--- src/hdl/acsb_pkg.sv ---
// Package for the antialiased circle stamp blender: shared types and constants.
// No dependencies; imported by acsb_sqrt, acsb_div and the top level.
`default_nettype none
package acsb_pkg;

  // Configuration register indexes.
  localparam int unsigned CFG_ADDR_W = 2;
  typedef enum logic [CFG_ADDR_W-1:0] {
    REG_CENTER_X,
    REG_CENTER_Y,
    REG_RADIUS,
    REG_COLOR
  } cfg_reg_e;

  localparam int unsigned CFG_DATA_W = 32;
  localparam int unsigned PIX_W      = 32;
  localparam int unsigned CH_W       = 8;

  // Coverage in 1/256 pixel; an edge of 1.5 pixels or more gives full coverage.
  localparam int unsigned FRAC_W      = 8;
  localparam int unsigned COV_W       = 9;
  localparam int unsigned COV_ONE     = 256;
  localparam int unsigned EDGE_SAT    = 384;
  localparam int unsigned X2_W        = 10;
  localparam int unsigned RECIP3      = 683;
  localparam int unsigned RECIP3_SH   = 11;
  localparam int unsigned RECIP255    = 32897;
  localparam int unsigned RECIP255_SH = 23;

  // Colour divider: three channel lanes, eight quotient bits.
  localparam int unsigned LANES = 3;
  localparam int unsigned QB    = 8;
  localparam int unsigned NUM_W = 24;
  localparam int unsigned DEN_W = 16;

  typedef struct packed {
    logic             in_circle;
    logic [PIX_W-1:0] dest;
  } sq_side_t;

  typedef struct packed {
    logic             wr;
    logic             full;
    logic [CH_W-1:0]  sa;
    logic [CH_W-1:0]  oa;
    logic [PIX_W-1:0] dest;
  } dv_side_t;

endpackage
`default_nettype wire

--- src/hdl/acsb_sqrt.sv ---
// Pipelined integer square root, one root bit per register stage.
// Depends on acsb_pkg for the side data that travels with each item.
`default_nettype none
module acsb_sqrt #(
  parameter int unsigned RB = 20
) (
  input  logic                 clk_i,
  input  logic                 rst_ni,
  input  logic                 valid_i,
  input  logic [2*RB-1:0]      radicand_i,
  input  acsb_pkg::sq_side_t   side_i,
  output logic                 valid_o,
  output logic [RB-1:0]        root_o,
  output acsb_pkg::sq_side_t   side_o
);
  import acsb_pkg::*;

  localparam int unsigned NW = 2 * RB;

  logic          vld_q  [0:RB];
  logic [NW-1:0] rem_q  [0:RB];
  logic [RB-1:0] root_q [0:RB];
  sq_side_t      side_q [0:RB];

  always_ff @(posedge clk_i or negedge rst_ni) begin
    if (!rst_ni) begin
      vld_q[0] <= 1'b0;
    end else begin
      vld_q[0] <= valid_i;
    end
  end

  always_ff @(posedge clk_i) begin
    rem_q[0]  <= radicand_i;
    root_q[0] <= '0;
    side_q[0] <= side_i;
  end

  for (genvar k = 0; k < RB; k++) begin : g_stage
    localparam int unsigned BI = RB - 1 - k;
    logic [NW:0] trial;
    logic        take;

    // The root found so far has no bits at or below BI, so the trial term
    // 2*Q*2^BI + 4^BI is formed by an OR.
    assign trial = ((NW+1)'(root_q[k]) << (BI + 1)) | ((NW+1)'(1) << (2 * BI));
    assign take  = {1'b0, rem_q[k]} >= trial;

    always_ff @(posedge clk_i or negedge rst_ni) begin
      if (!rst_ni) begin
        vld_q[k+1] <= 1'b0;
      end else begin
        vld_q[k+1] <= vld_q[k];
      end
    end

    always_ff @(posedge clk_i) begin
      rem_q[k+1]  <= take ? NW'({1'b0, rem_q[k]} - trial) : rem_q[k];
      root_q[k+1] <= take ? (root_q[k] | (RB'(1) << BI)) : root_q[k];
      side_q[k+1] <= side_q[k];
    end
  end

  assign valid_o = vld_q[RB];
  assign root_o  = root_q[RB];
  assign side_o  = side_q[RB];

endmodule
`default_nettype wire

--- config.mk ---
export PLATFORM = sky130hd
export DESIGN_NAME = acsb_sqrt
export DESIGN_NICKNAME = d
export VERILOG_FILES = /design/src/hdl/acsb_pkg.sv /design/src/hdl/acsb_sqrt.sv
export SDC_FILE = /design/constraint.sdc
export NUM_CORES = 2
export LEC_CHECK = 0
export ABC_AREA = 1
export ABC_CLOCK_PERIOD_IN_PS = 2600
export BUFFER_PORTS_ARGS = -buffer_cell sky130_fd_sc_hd__buf_2
export CORE_MARGIN = 2
export CORE_UTILIZATION = 40
export DETAILED_ROUTE_END_ITERATION = 8
export SYNTH_ARGS = -nofsm -noshare
export SYNTH_HDL_FRONTEND = slang
export SYNTH_SLANG_ARGS = --single-unit
--- constraint.sdc ---
create_clock -name clk_i -period 2.6 [get_ports clk_i]
set_input_delay 0.13 -clock clk_i [delete_from_list [all_inputs] [get_ports clk_i]]
set_output_delay 0.13 -clock clk_i [all_outputs]
set_load 0.02 [all_outputs]
# ---- After elaboration in Yosys (flattened, before gate mapping)
# Memory sizes are Yosys's and may differ from the RTL's.
# Cells that the tools add are included.
dict set report op_classes {
  n_addsub 20
  mux 40
  order_cmp 20
}
# operator n
set op_table {}
lappend op_table {{2-to-1 mux 40 bit} 20}
lappend op_table {{>= comparator 40 x 21 -> 1 bit} 1}
lappend op_table {{>= comparator 40 x 22 -> 1 bit} 1}
lappend op_table {{>= comparator 40 x 23 -> 1 bit} 1}
lappend op_table {{>= comparator 40 x 24 -> 1 bit} 1}
lappend op_table {{>= comparator 40 x 25 -> 1 bit} 1}
lappend op_table {{>= comparator 40 x 26 -> 1 bit} 1}
lappend op_table {{>= comparator 40 x 27 -> 1 bit} 1}
lappend op_table {{>= comparator 40 x 28 -> 1 bit} 1}
lappend op_table {{>= comparator 40 x 29 -> 1 bit} 1}
lappend op_table {{>= comparator 40 x 30 -> 1 bit} 1}
lappend op_table {{>= comparator 40 x 31 -> 1 bit} 1}
lappend op_table {{>= comparator 40 x 32 -> 1 bit} 1}
lappend op_table {{>= comparator 40 x 33 -> 1 bit} 1}
lappend op_table {{>= comparator 40 x 34 -> 1 bit} 1}
lappend op_table {{>= comparator 40 x 35 -> 1 bit} 1}
lappend op_table {{>= comparator 40 x 36 -> 1 bit} 1}
lappend op_table {{>= comparator 40 x 37 -> 1 bit} 1}
lappend op_table {{>= comparator 40 x 38 -> 1 bit} 1}
lappend op_table {{>= comparator 40 x 39 -> 1 bit} 1}
lappend op_table {{>= comparator 40 bit} 1}
lappend op_table {{subtractor 40 x 21 -> 40 bit} 1}
lappend op_table {{subtractor 40 x 22 -> 40 bit} 1}
lappend op_table {{subtractor 40 x 23 -> 40 bit} 1}
lappend op_table {{37 further kinds} 37}
dict set report totals {
  output_inout_bits 54
  ram_bits 1953
  elab_cells 104
  in_bits 76
  register_bits 21
  mem_count 3
}
# memory words word_bits rd rd_ports_with_merged_regs wr line
set mem_list {}
lappend mem_list {rem_q 21 40 20 0 21 acsb_sqrt.sv:21} ;# logic [NW-1:0] rem_q [0:RB];
lappend mem_list {side_q 21 33 21 0 21 acsb_sqrt.sv:23} ;# sq_side_t side_q [0:RB];
lappend mem_list {root_q 21 20 21 0 21 acsb_sqrt.sv:22} ;# logic [RB-1:0] root_q [0:RB];

# ---- Logic depth before layout (Yosys ltp)
# An unclocked memory read counts as a cell.
dict set report depth {
  depth_word 3
  ltp_mapped 17
  ltp_nobuf 16
}

# ---- Worst setup path before layout
# No wires, ideal clock.
dict set report synth_path {
  path_type {flip-flop to flip-flop}
  startpoint {memory root_q[6][15]}
  endpoint {memory rem_q[1][151] (netlist name)}
  arrival_time_ps 1807
  required_ps 2487
  path_stages_with_launch 12
  synth_period_minus_slack_ps 1919
  path_slack_ps 681
  n_path_buf 1
  setup_ps 113
  cell_sequence {dfxtp_1 inv_1 ha_1 a21oi_1 nand2_1 a21oi_1 inv_1 a21oi_4 nand2_2 buf_4 nand2_1 nand2_1}
}
# element line
set synth_rtl {}
lappend synth_rtl {{start, declared} acsb_sqrt.sv:22}
lappend synth_rtl {{end, declared} acsb_sqrt.sv:21}

==> flow_summary.toml <==
[cells_and_area]
area_growth_syn_to_layout_pct = 18.9
fin_cells = 9002
regArea_sq_um = 34600
antenna_cells = 0
fin_area_sq_um = 69400
fillers = 13881
multi_input_area_sq_um = 20400
fin_util = 0.478
nNetsFinal = 7249
layout-drive-gt1-share = 0.105

[floorplan]
fp.dieH_microns = 386
start_util = 0.402
placementRows = 140
core_sq_um = 145000
fp.dieW_microns = 386
dieArea_sq_um = 149000
io_pins = 130

[clock_tree]
clk_pin_slew_ps = 60
clock_path_buffers = 3
htree_levels = 4
cts_made_buffers = 173
cts_tree = "built"
root_buffer = "clkbuf_16"
cts_sinks = 1724
clkLatencyLatePin_ps = 800

[route]
postRouteAntennaNets = 0
dr.pass1.iters = 8
viasPerCell = 4.65
drt-initial-drc-count = 2424
wl_per_cell_microns = 16.8
drc_errors = 0
drt-total-wl_mm = 151
vias = 41901

[sta]
timing.fmax_ghz = 0.401
fin_skew_ps = 66.6
slew_headroom = 0.217
slew_viol_final = 0
holdWs_ps = 54.8
min_period_over_period = 0.960
post-route-min-period_ps = 2500
rsz0062_at_grt = "no"
tightest_slew_ps = 1160
fin_ws_ps = 105
setup_viol = 0
setup-tns-final_ps = 0
hold_violations = 0

[place]
place_congestion = 0.919
hpwl_mm = 119
place_ws_ps = -241
port_buffers = 129
placed_cells = 8539
placed_area_sq_um = 61900

[logic_synthesis]
avgSynthCellArea_sq_um = 9.07
synth_seq_area_share = 0.593
syn_inst = 6439
synth_area_leaders = "dfxtp_1, nand2_1, inv_1, ha_1, nor2_1"
netlist.area_leader.share = 0.584
synth_area_sq_um = 58400
synth_top_cell_by_area = "dfxtp_1"
synth-edff-count = 0
synthArstFlopShare = 0.0122
synth-warning-count = 0
yosysUniqueCellTypes = 62
yosys_most_used_dff = "dfxtp_1"
synth_seq_cells = 1724
synthesis.nets = 6741

[power_and_ir_drop]
ir_worst_vdd_mv = 0.678
static-leakage-power_nw = 32.7
p_total_mw = 81.3
p_per_area_nw_per_um2 = 1170

[global_routing]
grt_pass1_vias = 42044
grt_max_degree = 48
grt_remaining_overflow = 0
grt_antenna_before_repair = 5
grt_pass1_wl_mm = 235
grt_use_total = 0.204

[critical_path]
start_kind = "flip-flop"
max_stage_delay_ps = 390
cp_num_buf_inv = 4
required_ps = 3300
crit_path_max_fanout = 17
crit_arrival_ps = 3190
crit_type = "flip-flop to flip-flop"
worstPathCellList = "inv_1 > ha_1 > inv_2 > nor2_2 > nand2_1 > nor2_4 > nand3_1 > nor2_2 > nor2_4 > nand3_4 > inv_4 > buf_4 > a21oi_2"
critPathTopFamily = "simple AND/OR/NAND/NOR gates"
endpoint_kind = "flip-flop"
crit_path_top_delay_cell = "dfxtp_2"

[min_path]
hold_class = "primary input to flip-flop"

[status]
outcome = "complete, no violations"

[job]
max_cap_violations = 0
-- final timing paths --
kind	from	end	slack, ps	cells after the start
max	root_q[17][19]$_DFF_P_	rem_q[4][110]$_DFF_P_	100	13
max reg2reg	root_q[17][19]$_DFF_P_	rem_q[4][110]$_DFF_P_	100	13
max in group asynchronous	rst_ni	vld_q[8]$_DFF_PN0_	1530	3
min	side_i[15]	side_q[0][15]$_DFF_P_	50	2
min in group asynchronous	rst_ni	vld_q[14]$_DFF_PN0_	520	3
min reg2reg	side_q[11][15]$_DFF_P_	side_q[12][15]$_DFF_P_	310	0
-- Yosys cell counts, types with 7 or more instances --
cell type,number
buf_4,13
nor2_2,12
nand2_2,27
nand3b_1,28
buf_2,15
o21ai_2,37
or2_2,21
xnor2_1,101
a21oi_1,266
nand2_4,13
dfrtp_1,21
o21ai_1,60
buf_6,10
a21oi_2,42
nor2_4,7
nand2_1,1495
a21boi_0,7
ha_1,226
o21bai_1,11
nand4_1,112
o21ai_0,145
inv_1,768
nand3_1,331
xor2_1,97
nor4_1,67
inv_2,30
dfxtp_1,1703
a21o_1,13
nor3_1,108
nor2_1,574
-- flip-flops by register name (all words and copies together), names as in the netlist --
name,count
valid_o,1
root_q,210
rem_q,800
vld_q,20
side_q,693
-- cell usage in the layout (no fill, tap or decap), types with 21 or more instances in the layout --
cell              n
clkbuf_16       173
nand4_1         112
nand3_1         331
nand2_2          27
buf_4            96
inv_1           768
clkbuf_1         26
a21oi_1         263
nor2_1          573
nand2_1        1495
dfrtp_1          21
o21ai_1          60
nor4_1           67
dfxtp_1        1701
xnor2_1         101
buf_2           129
inv_2            27
xor2_1           97
nand3b_1         28
o21ai_0         145
clkbuf_8         28
dlygate4sd3_1   147
clkinv_2         31
or2_2            21
o21ai_2          37
ha_1            226
a21oi_2          45
nor3_1          106
-- layer usage --
layer  vias to the layer above  GRT usage  share of wire
li1                      21538          -              -
met1                     19280      0.263           0.46
met2                       843      0.348           0.47
met3                       240     0.0302          0.041
met4                         0     0.0685          0.029
met5                         -          0              0
-- cells by family after synthesis --
family / after synthesis / synth area share
xor+xnor: 198 / 0.0297
fa+ha+maj: 226 / 0.0484
flops: 1724 / 0.593
buf+inv: 849 / 0.0587
compound gates: 613 / 0.0611
simple gates: 2829 / 0.209
-- where the power goes --
part / switching [mW] / total (mW) / leakage, nW / internal [mW]
combinational: 13.6 / 21.2 / 15.2 / 7.64
clock: 10.6 / 25.4 / 2.90 / 14.8
sequential: 3.84 / 34.6 / 14.6 / 30.8
-- cell type report --
cell class                      instances  area share
Sequential cell                      1724       0.499
Multi-Input combinational cell       3866       0.294
Clock buffer                          227      0.0693
Inverter                              803      0.0436
Timing Repair Buffer                  379      0.0428
Tap cell                             1917      0.0345
Clock inverter                         86      0.0174
-- worst register-to-register path: stages, from the launching register on --
cell	delay (ps)
dfxtp_2	390
inv_1	60
ha_1	340
inv_2	70
nor2_2	150
nand2_1	190
nor2_4	160
nand3_1	110
nor2_2	180
nor2_4	60
nand3_4	160
inv_4	70
buf_4	230
a21oi_2	230
-- repair_timing --
item                                    4_1_cts  5_1_grt
resized for setup                             4       13
endpoints found under the hold margin        95        0
pin swaps                                     0        1
endpoints found under the setup margin       28       97
hold buffers                                147        0
buffers inserted                              0        3
gates cloned                                  0        0
(Power assumes the default switching activity.)
