## src/hdl/acsb_pkg.sv

```systemverilog
// Package for the antialiased circle stamp blender: shared types and constants.
// No dependencies; imported by acsb_sqrt, acsb_div and the top level.
`default_nettype none
package acsb_pkg;

  // Configuration register indexes.
  localparam int unsigned CFG_ADDR_W = 2;
  typedef enum logic [CFG_ADDR_W-1:0] {
    REG_CENTER_X,
    REG_CENTER_Y,
    REG_RADIUS,
    REG_COLOR
  } cfg_reg_e;

  localparam int unsigned CFG_DATA_W = 32;
  localparam int unsigned PIX_W      = 32;
  localparam int unsigned CH_W       = 8;

  // Coverage in 1/256 pixel; an edge of 1.5 pixels or more gives full coverage.
  localparam int unsigned FRAC_W      = 8;
  localparam int unsigned COV_W       = 9;
  localparam int unsigned COV_ONE     = 256;
  localparam int unsigned EDGE_SAT    = 384;
  localparam int unsigned X2_W        = 10;
  localparam int unsigned RECIP3      = 683;
  localparam int unsigned RECIP3_SH   = 11;
  localparam int unsigned RECIP255    = 32897;
  localparam int unsigned RECIP255_SH = 23;

  // Colour divider: three channel lanes, eight quotient bits.
  localparam int unsigned LANES = 3;
  localparam int unsigned QB    = 8;
  localparam int unsigned NUM_W = 24;
  localparam int unsigned DEN_W = 16;

  typedef struct packed {
    logic             in_circle;
    logic [PIX_W-1:0] dest;
  } sq_side_t;

  typedef struct packed {
    logic             wr;
    logic             full;
    logic [CH_W-1:0]  sa;
    logic [CH_W-1:0]  oa;
    logic [PIX_W-1:0] dest;
  } dv_side_t;

endpackage
`default_nettype wire

```

## src/hdl/acsb_div.sv

```systemverilog
// Pipelined restoring divider for the three colour channels, one quotient
// bit per stage. Depends on acsb_pkg for widths and side data.
`default_nettype none
module acsb_div (
  input  logic                                         clk_i,
  input  logic                                         rst_ni,
  input  logic                                         valid_i,
  input  logic [acsb_pkg::LANES-1:0][acsb_pkg::NUM_W-1:0] num_i,
  input  logic [acsb_pkg::DEN_W-1:0]                   den_i,
  input  acsb_pkg::dv_side_t                           side_i,
  output logic                                         valid_o,
  output logic [acsb_pkg::LANES-1:0][acsb_pkg::QB-1:0] quot_o,
  output acsb_pkg::dv_side_t                           side_o
);
  import acsb_pkg::*;

  // The numerator never exceeds 255 times the denominator, so eight
  // quotient bits cover every item.
  logic                              vld_q  [0:QB];
  logic [LANES-1:0][NUM_W-1:0]       rem_q  [0:QB];
  logic [LANES-1:0][QB-1:0]          quot_q [0:QB];
  logic [DEN_W-1:0]                  den_q  [0:QB];
  dv_side_t                          side_q [0:QB];

  always_ff @(posedge clk_i or negedge rst_ni) begin
    if (!rst_ni) begin
      vld_q[0] <= 1'b0;
    end else begin
      vld_q[0] <= valid_i;
    end
  end

  always_ff @(posedge clk_i) begin
    rem_q[0]  <= num_i;
    quot_q[0] <= '0;
    den_q[0]  <= den_i;
    side_q[0] <= side_i;
  end

  for (genvar k = 0; k < QB; k++) begin : g_stage
    localparam int unsigned BI = QB - 1 - k;
    logic [NUM_W-1:0] trial;

    assign trial = NUM_W'(den_q[k]) << BI;

    always_ff @(posedge clk_i or negedge rst_ni) begin
      if (!rst_ni) begin
        vld_q[k+1] <= 1'b0;
      end else begin
        vld_q[k+1] <= vld_q[k];
      end
    end

    for (genvar l = 0; l < LANES; l++) begin : g_lane
      always_ff @(posedge clk_i) begin
        if (rem_q[k][l] >= trial) begin
          rem_q[k+1][l]  <= rem_q[k][l] - trial;
          quot_q[k+1][l] <= quot_q[k][l] | (QB'(1) << BI);
        end else begin
          rem_q[k+1][l]  <= rem_q[k][l];
          quot_q[k+1][l] <= quot_q[k][l];
        end
      end
    end

    always_ff @(posedge clk_i) begin
      den_q[k+1]  <= den_q[k];
      side_q[k+1] <= side_q[k];
    end
  end

  assign valid_o = vld_q[QB];
  assign quot_o  = quot_q[QB];
  assign side_o  = side_q[QB];

endmodule
`default_nettype wire
```

## config.mk

```make
export PLATFORM = sky130hd
export DESIGN_NAME = acsb_div
export DESIGN_NICKNAME = d
export VERILOG_FILES = /design/src/hdl/acsb_pkg.sv /design/src/hdl/acsb_div.sv
export SDC_FILE = /design/constraint.sdc
export NUM_CORES = 2
export LEC_CHECK = 0
export ABC_AREA = 1
export BUFFER_PORTS_ARGS = -buffer_cell sky130_fd_sc_hd__buf_2
export CAP_MARGIN = 20
export CORE_UTILIZATION = 30
export DETAILED_ROUTE_END_ITERATION = 8
export PLACE_DENSITY_LB_ADDON = 0.05
export SLEW_MARGIN = 10
export SYNTH_ARGS = -nofsm -noshare
export SYNTH_HDL_FRONTEND = slang
export SYNTH_SLANG_ARGS = --single-unit
```

## constraint.sdc

```tcl
create_clock -name clk_i -period 4.9 [get_ports clk_i]
set_clock_uncertainty 0.15 [all_clocks]
set_input_delay 0.49 -clock clk_i [delete_from_list [all_inputs] [get_ports clk_i]]
set_output_delay 0.49 -clock clk_i [all_outputs]
set_load 0.01 [all_outputs]
```

=== After elaboration in Yosys (flattened, before gate mapping) ===
Memory sizes are Yosys's and may differ from the RTL's.
Cells that the tools add are included.

* $add $sub $neg: 24
* Order comparisons: 24
* Muxes and demuxes: 120
* Bitwise logic cells: 48

{| class="wikitable"
|+ Operators with widths
! operator !! count
|-
| $mux W24 || 24
|-
| $mux W8 || 24
|-
| $ge A24 B16 Y1 || 3
|-
| $ge A24 B17 Y1 || 3
|-
| $ge A24 B18 Y1 || 3
|-
| $ge A24 B19 Y1 || 3
|-
| $ge A24 B20 Y1 || 3
|-
| $ge A24 B21 Y1 || 3
|-
| $ge A24 B22 Y1 || 3
|-
| $ge A24 B23 Y1 || 3
|-
| $mux W1 || 72
|-
| $sub A24 B16 Y24 || 3
|-
| $sub A24 B17 Y24 || 3
|-
| $sub A24 B18 Y24 || 3
|-
| $sub A24 B19 Y24 || 3
|-
| $sub A24 B20 Y24 || 3
|-
| $sub A24 B21 Y24 || 3
|-
| $sub A24 B22 Y24 || 3
|-
| $sub A24 B23 Y24 || 3
|-
| $or A1 B1 Y1 || 48
|}

* Flip-flop bits (word level): 9
* Memory bits (writable): 1,458
* Input bits: 141
* Logic and storage cells: 229
* Memories kept: 4

{| class="wikitable"
|+ Memories
! name !! words !! width !! read ports !! clocked after Yosys merged registers in !! wr ports !! RTL line !! text
|-
| rem_q || 9 || 72 || 8 || 0 || 9 || acsb_div.sv:20 || <nowiki>logic [LANES-1:0][NUM_W-1:0] rem_q [0:QB];</nowiki>
|-
| side_q || 9 || 50 || 9 || 0 || 9 || acsb_div.sv:23 || <nowiki>dv_side_t side_q [0:QB];</nowiki>
|-
| quot_q || 9 || 24 || 9 || 0 || 9 || acsb_div.sv:21 || <nowiki>logic [LANES-1:0][QB-1:0] quot_q [0:QB];</nowiki>
|-
| den_q || 9 || 16 || 8 || 0 || 9 || acsb_div.sv:22 || <nowiki>logic [DEN_W-1:0] den_q [0:QB];</nowiki>
|}

=== Logic depth before layout (Yosys ltp) ===
An unclocked memory read counts as a cell.

* Word-level depth: 5
* Depth in mapped cells: 14
* Mapped depth without buffers: 14

=== Worst setup path after synthesis ===
Ideal clock, no wire load.

* Path type: reg-to-reg
* Start: mem den_q[5][0], in the netlist den_q[0][80]
* End: mem rem_q[6][3] (netlist name)
* Library setup time: 0.112 ns
* Data arrival time: 1.873 ns
* Path slack: 2.765 ns
* Stages on the path, launching flop included: 13
* Buffers on the path: 1
* Path through: dfxtp_1 > ha_1 > inv_1 > fa_1 > nand3_1 > nand3_2 > nand2_1 > nand2_1 > nand2_1 > nand4_2 > buf_6 > nand2_1 > nand2_1

{| class="wikitable"
|+ RTL lines
! what !! RTL line
|-
| start: declaration || acsb_div.sv:22
|-
| end: declaration || acsb_div.sv:20
|}

==> flow_summary.ini <==
[outcome]
status = complete, no violations

[yosys]
muxShareOfSynthArea = 0
synth.distinct_cells = 43
yosys.area_share.simple = 0.318
ys_warn_count = 0
syn_inst = 8244
ys_seq_elements = 1271
synth_compound_area_frac = 0.0365
synth.most_common_cell = nand2_1
synth_top_area_share = 0.428
synth_fa_ha_area_frac = 0.0885
synth_top_family_by_area = simple AND/OR/NAND/NOR gates
syn_avg_cell_area_um2 = 7.16
yosys_most_used_dff = dfxtp_1
synth_fp_nets = 8790
synth_top_area_cell = dfxtp_1
synth_area_um2 = 59100
synth-async-reset-ratio = 0.00708
synth_commonest_cells = nand2_1 (3243), inv_1 (1298), dfxtp_1 (1262)
seq_area_frac_synth = 0.432
synth-xor-area-share = 0.0268
synth_edf_count = 0
yosys-top-cells-area = dfxtp_1 (43%), nand2_1 (21%), inv_1 (8.2%)

[die]
die_area_um2 = 199000
die_h_um = 446
coreArea_um2 = 195000
initial_utilization = 0.303
die_w_um = 446
io_pins = 216
row_count = 162

[cts]
clkLatencyLatePin_ns = 0.80
clockBufferDepth = 3
cts.sinks = 1271
clk_pin_slew_worst_paths_ns = 0.06
cts_tree = done
post_cts_buffers = 0
numCtsBuffers = 148
cts-root-buf = clkbuf_16
htreeDepth = 4

[pwr]
p_leak_uw = 0.0366
p_per_area_nw_per_um2 = 639
finalPower_uw = 44400
vdd_ir_drop_max_v = 0.000383

[timing]
whs_ns = 0.166
fin_crit_ns = 3.24
post-route-period-util = 0.661
fmax_ghz = 0.309
drv_slew = 0
finalHoldViolCount = 0
setup_viol = 0
tns_ns = 0
worst_pin_slew_ns = 0.928
slew_headroom = 0.380
rsz0062_at_grt = false

[final_layout]
utilization = 0.356
fill_cells = 20900
fin_nets = 9196
final_layout_size_suffix_gt1_frac = 0.0742
area.growth.synth_to_final_pct = 17.5
final_cells = 11400

[critical_path]
critPathKind = reg2reg
critPathTopFamily = simple AND/OR/NAND/NOR gates
cp_data_required_time_ns = 5.41
arrival_ns = 3.75
path_common_cell = nand2_1
cp_cell_sequence = inv_1 -> ha_1 -> nand2_1 -> nor3_1 -> nand3_1 -> nor2_1 -> nor2_1 -> nand2_2 -> inv_4 -> nand2_1 -> nand2_1
critPathSlowestCell = dfxtp_1
cp-end-kind = flip-flop
crit_buf_inv = 2
start_kind = flip-flop
cpPeakStageDelay_ns = 0.65
critPathMaxFanout = 22

[routing]
drt-initial-drc-count = 2239
drt_first_pass_iters = 7
drtAntennaViolNets = 0
routed_via_density = 4.26
drc = 0
wl_per_cell_um = 16.1
vias = 48500
routed_wl_mm = 183

[grt]
antenna_found_initial = 0
grt_overflow = 0
first_global_vias = 49100
grt_max_degree = 24
grt_pass1_wl_mm = 281
grt_usage = 0.184

[job]
maxCapViolCount = 0

[place]
gp_congestion = 0.902
hpwl_mm = 153
placed_cells = 11000
io_buffers = 215

[hold_path]
hold_class = in2reg
through the flow:
stage	instance area, um2	setup slack (ns)
floorplan	59100	2.76
global placement	62600	1.36
detailed placement	62600	1.64
CTS	69400	1.62
global route	69400	1.42
finish	69400	1.66
registers in the layout, summed over array words and instances, names as in the netlist:
signal / cells
rem_q: 576
side_q: 450
den_q: 128
quot_q: 108
vld_q: 8
valid_o: 1
cells in the final DEF (no fill, tap or decap), types with 12 or more instances in the layout:
| master | n |
|---|---|
| nand2_1 | 3243 |
| inv_1 | 1298 |
| dfxtp_1 | 1262 |
| nor2_1 | 562 |
| nand3_1 | 506 |
| ha_1 | 384 |
| a21oi_1 | 248 |
| buf_2 | 215 |
| xor2_1 | 155 |
| clkbuf_16 | 149 |
| dlygate4sd3_1 | 141 |
| nand4_1 | 71 |
| o21ai_0 | 67 |
| nor3_1 | 47 |
| a21oi_2 | 38 |
| nand3b_1 | 30 |
| nor2_2 | 29 |
| clkbuf_8 | 28 |
| nand2_2 | 26 |
| xnor2_1 | 26 |
| fa_1 | 21 |
| clkinv_2 | 21 |
| bufinv_16 | 19 |
| inv_2 | 16 |
| clkbuf_1 | 16 |
| nand3_2 | 15 |
| nor2_4 | 12 |
where the power goes:
part / switching, uW / leakage (uW) / total, uW / internal (uW)
Clock: 4700 / 0.00261 / 11800 / 7130
Combinational: 11800 / 0.0233 / 18000 / 6240
Sequential: 1780 / 0.0107 / 14500 / 12700
cells by family after synthesis:
| family | after synthesis |
|---|---|
| DFF | 1271 |
| buffers and inverters | 1425 |
| adders and majority gates | 405 |
| xor gates and xnor gates | 181 |
| and+or+nand+nor | 4581 |
| AOI/OAI and AO/OA | 381 |
repair_timing:
item                                   CTS  global route
hold buffers                           141             0
endpoints found under the hold margin  148             0
setup endpoints to repair                0             0
resized for setup                        0             0
area by class of cell:
cell class,count,area [um2],share of cell area
inverter,1315,4940,0.0711
antenna,1,2.50,0.0000360
sequential,1271,25500,0.367
tap,2624,3280,0.0473
clock inverter,79,1210,0.0175
clock buffer,193,4170,0.0601
multi-input combinational,5548,27700,0.400
timing repair buffer,366,2570,0.0371
metal layers:
layer / vias up / part of all wire / global-route usage
met1: 21600 / 0.44 / 0.216
met3: 284 / 0.025 / 0.0233
met4: 0 / 0.046 / 0.0804
met5: - / 0 / 0
met2: 677 / 0.49 / 0.332
li1: 26000 / - / -
worst paths after layout:
| kind | from | end | slack (ns) | cells past startpoint |
|---|---|---|---|---|
| max in group asynchronous | rst_ni | vld_q[5] | 3.79 | 3 |
| hold / removal | num_i[39] | rem_q[0][39] | 0.17 | 2 |
| hold reg to reg | quot_q[5][22] | quot_q[6][22] | 0.17 | 0 |
| min in group asynchronous | rst_ni | vld_q[3] | 0.54 | 3 |
| setup reg to reg | den_q[0][49] | rem_q[4][59] | 1.66 | 11 |
| setup / recovery | den_q[0][49] | rem_q[4][59] | 1.66 | 11 |
worst register-to-register path, cell delays in order (launching register included):
cell and delay [ns]:
dfxtp_1 0.65, inv_1 0.28, ha_1 0.37, nand2_1 0.08, nor3_1 0.33, nand3_1 0.12, nor2_1 0.13, nor2_1 0.06
nand2_2 0.47, inv_4 0.24, nand2_1 0.11, nand2_1 0.09
No activity file was read; power rests on OpenSTA's default activity.
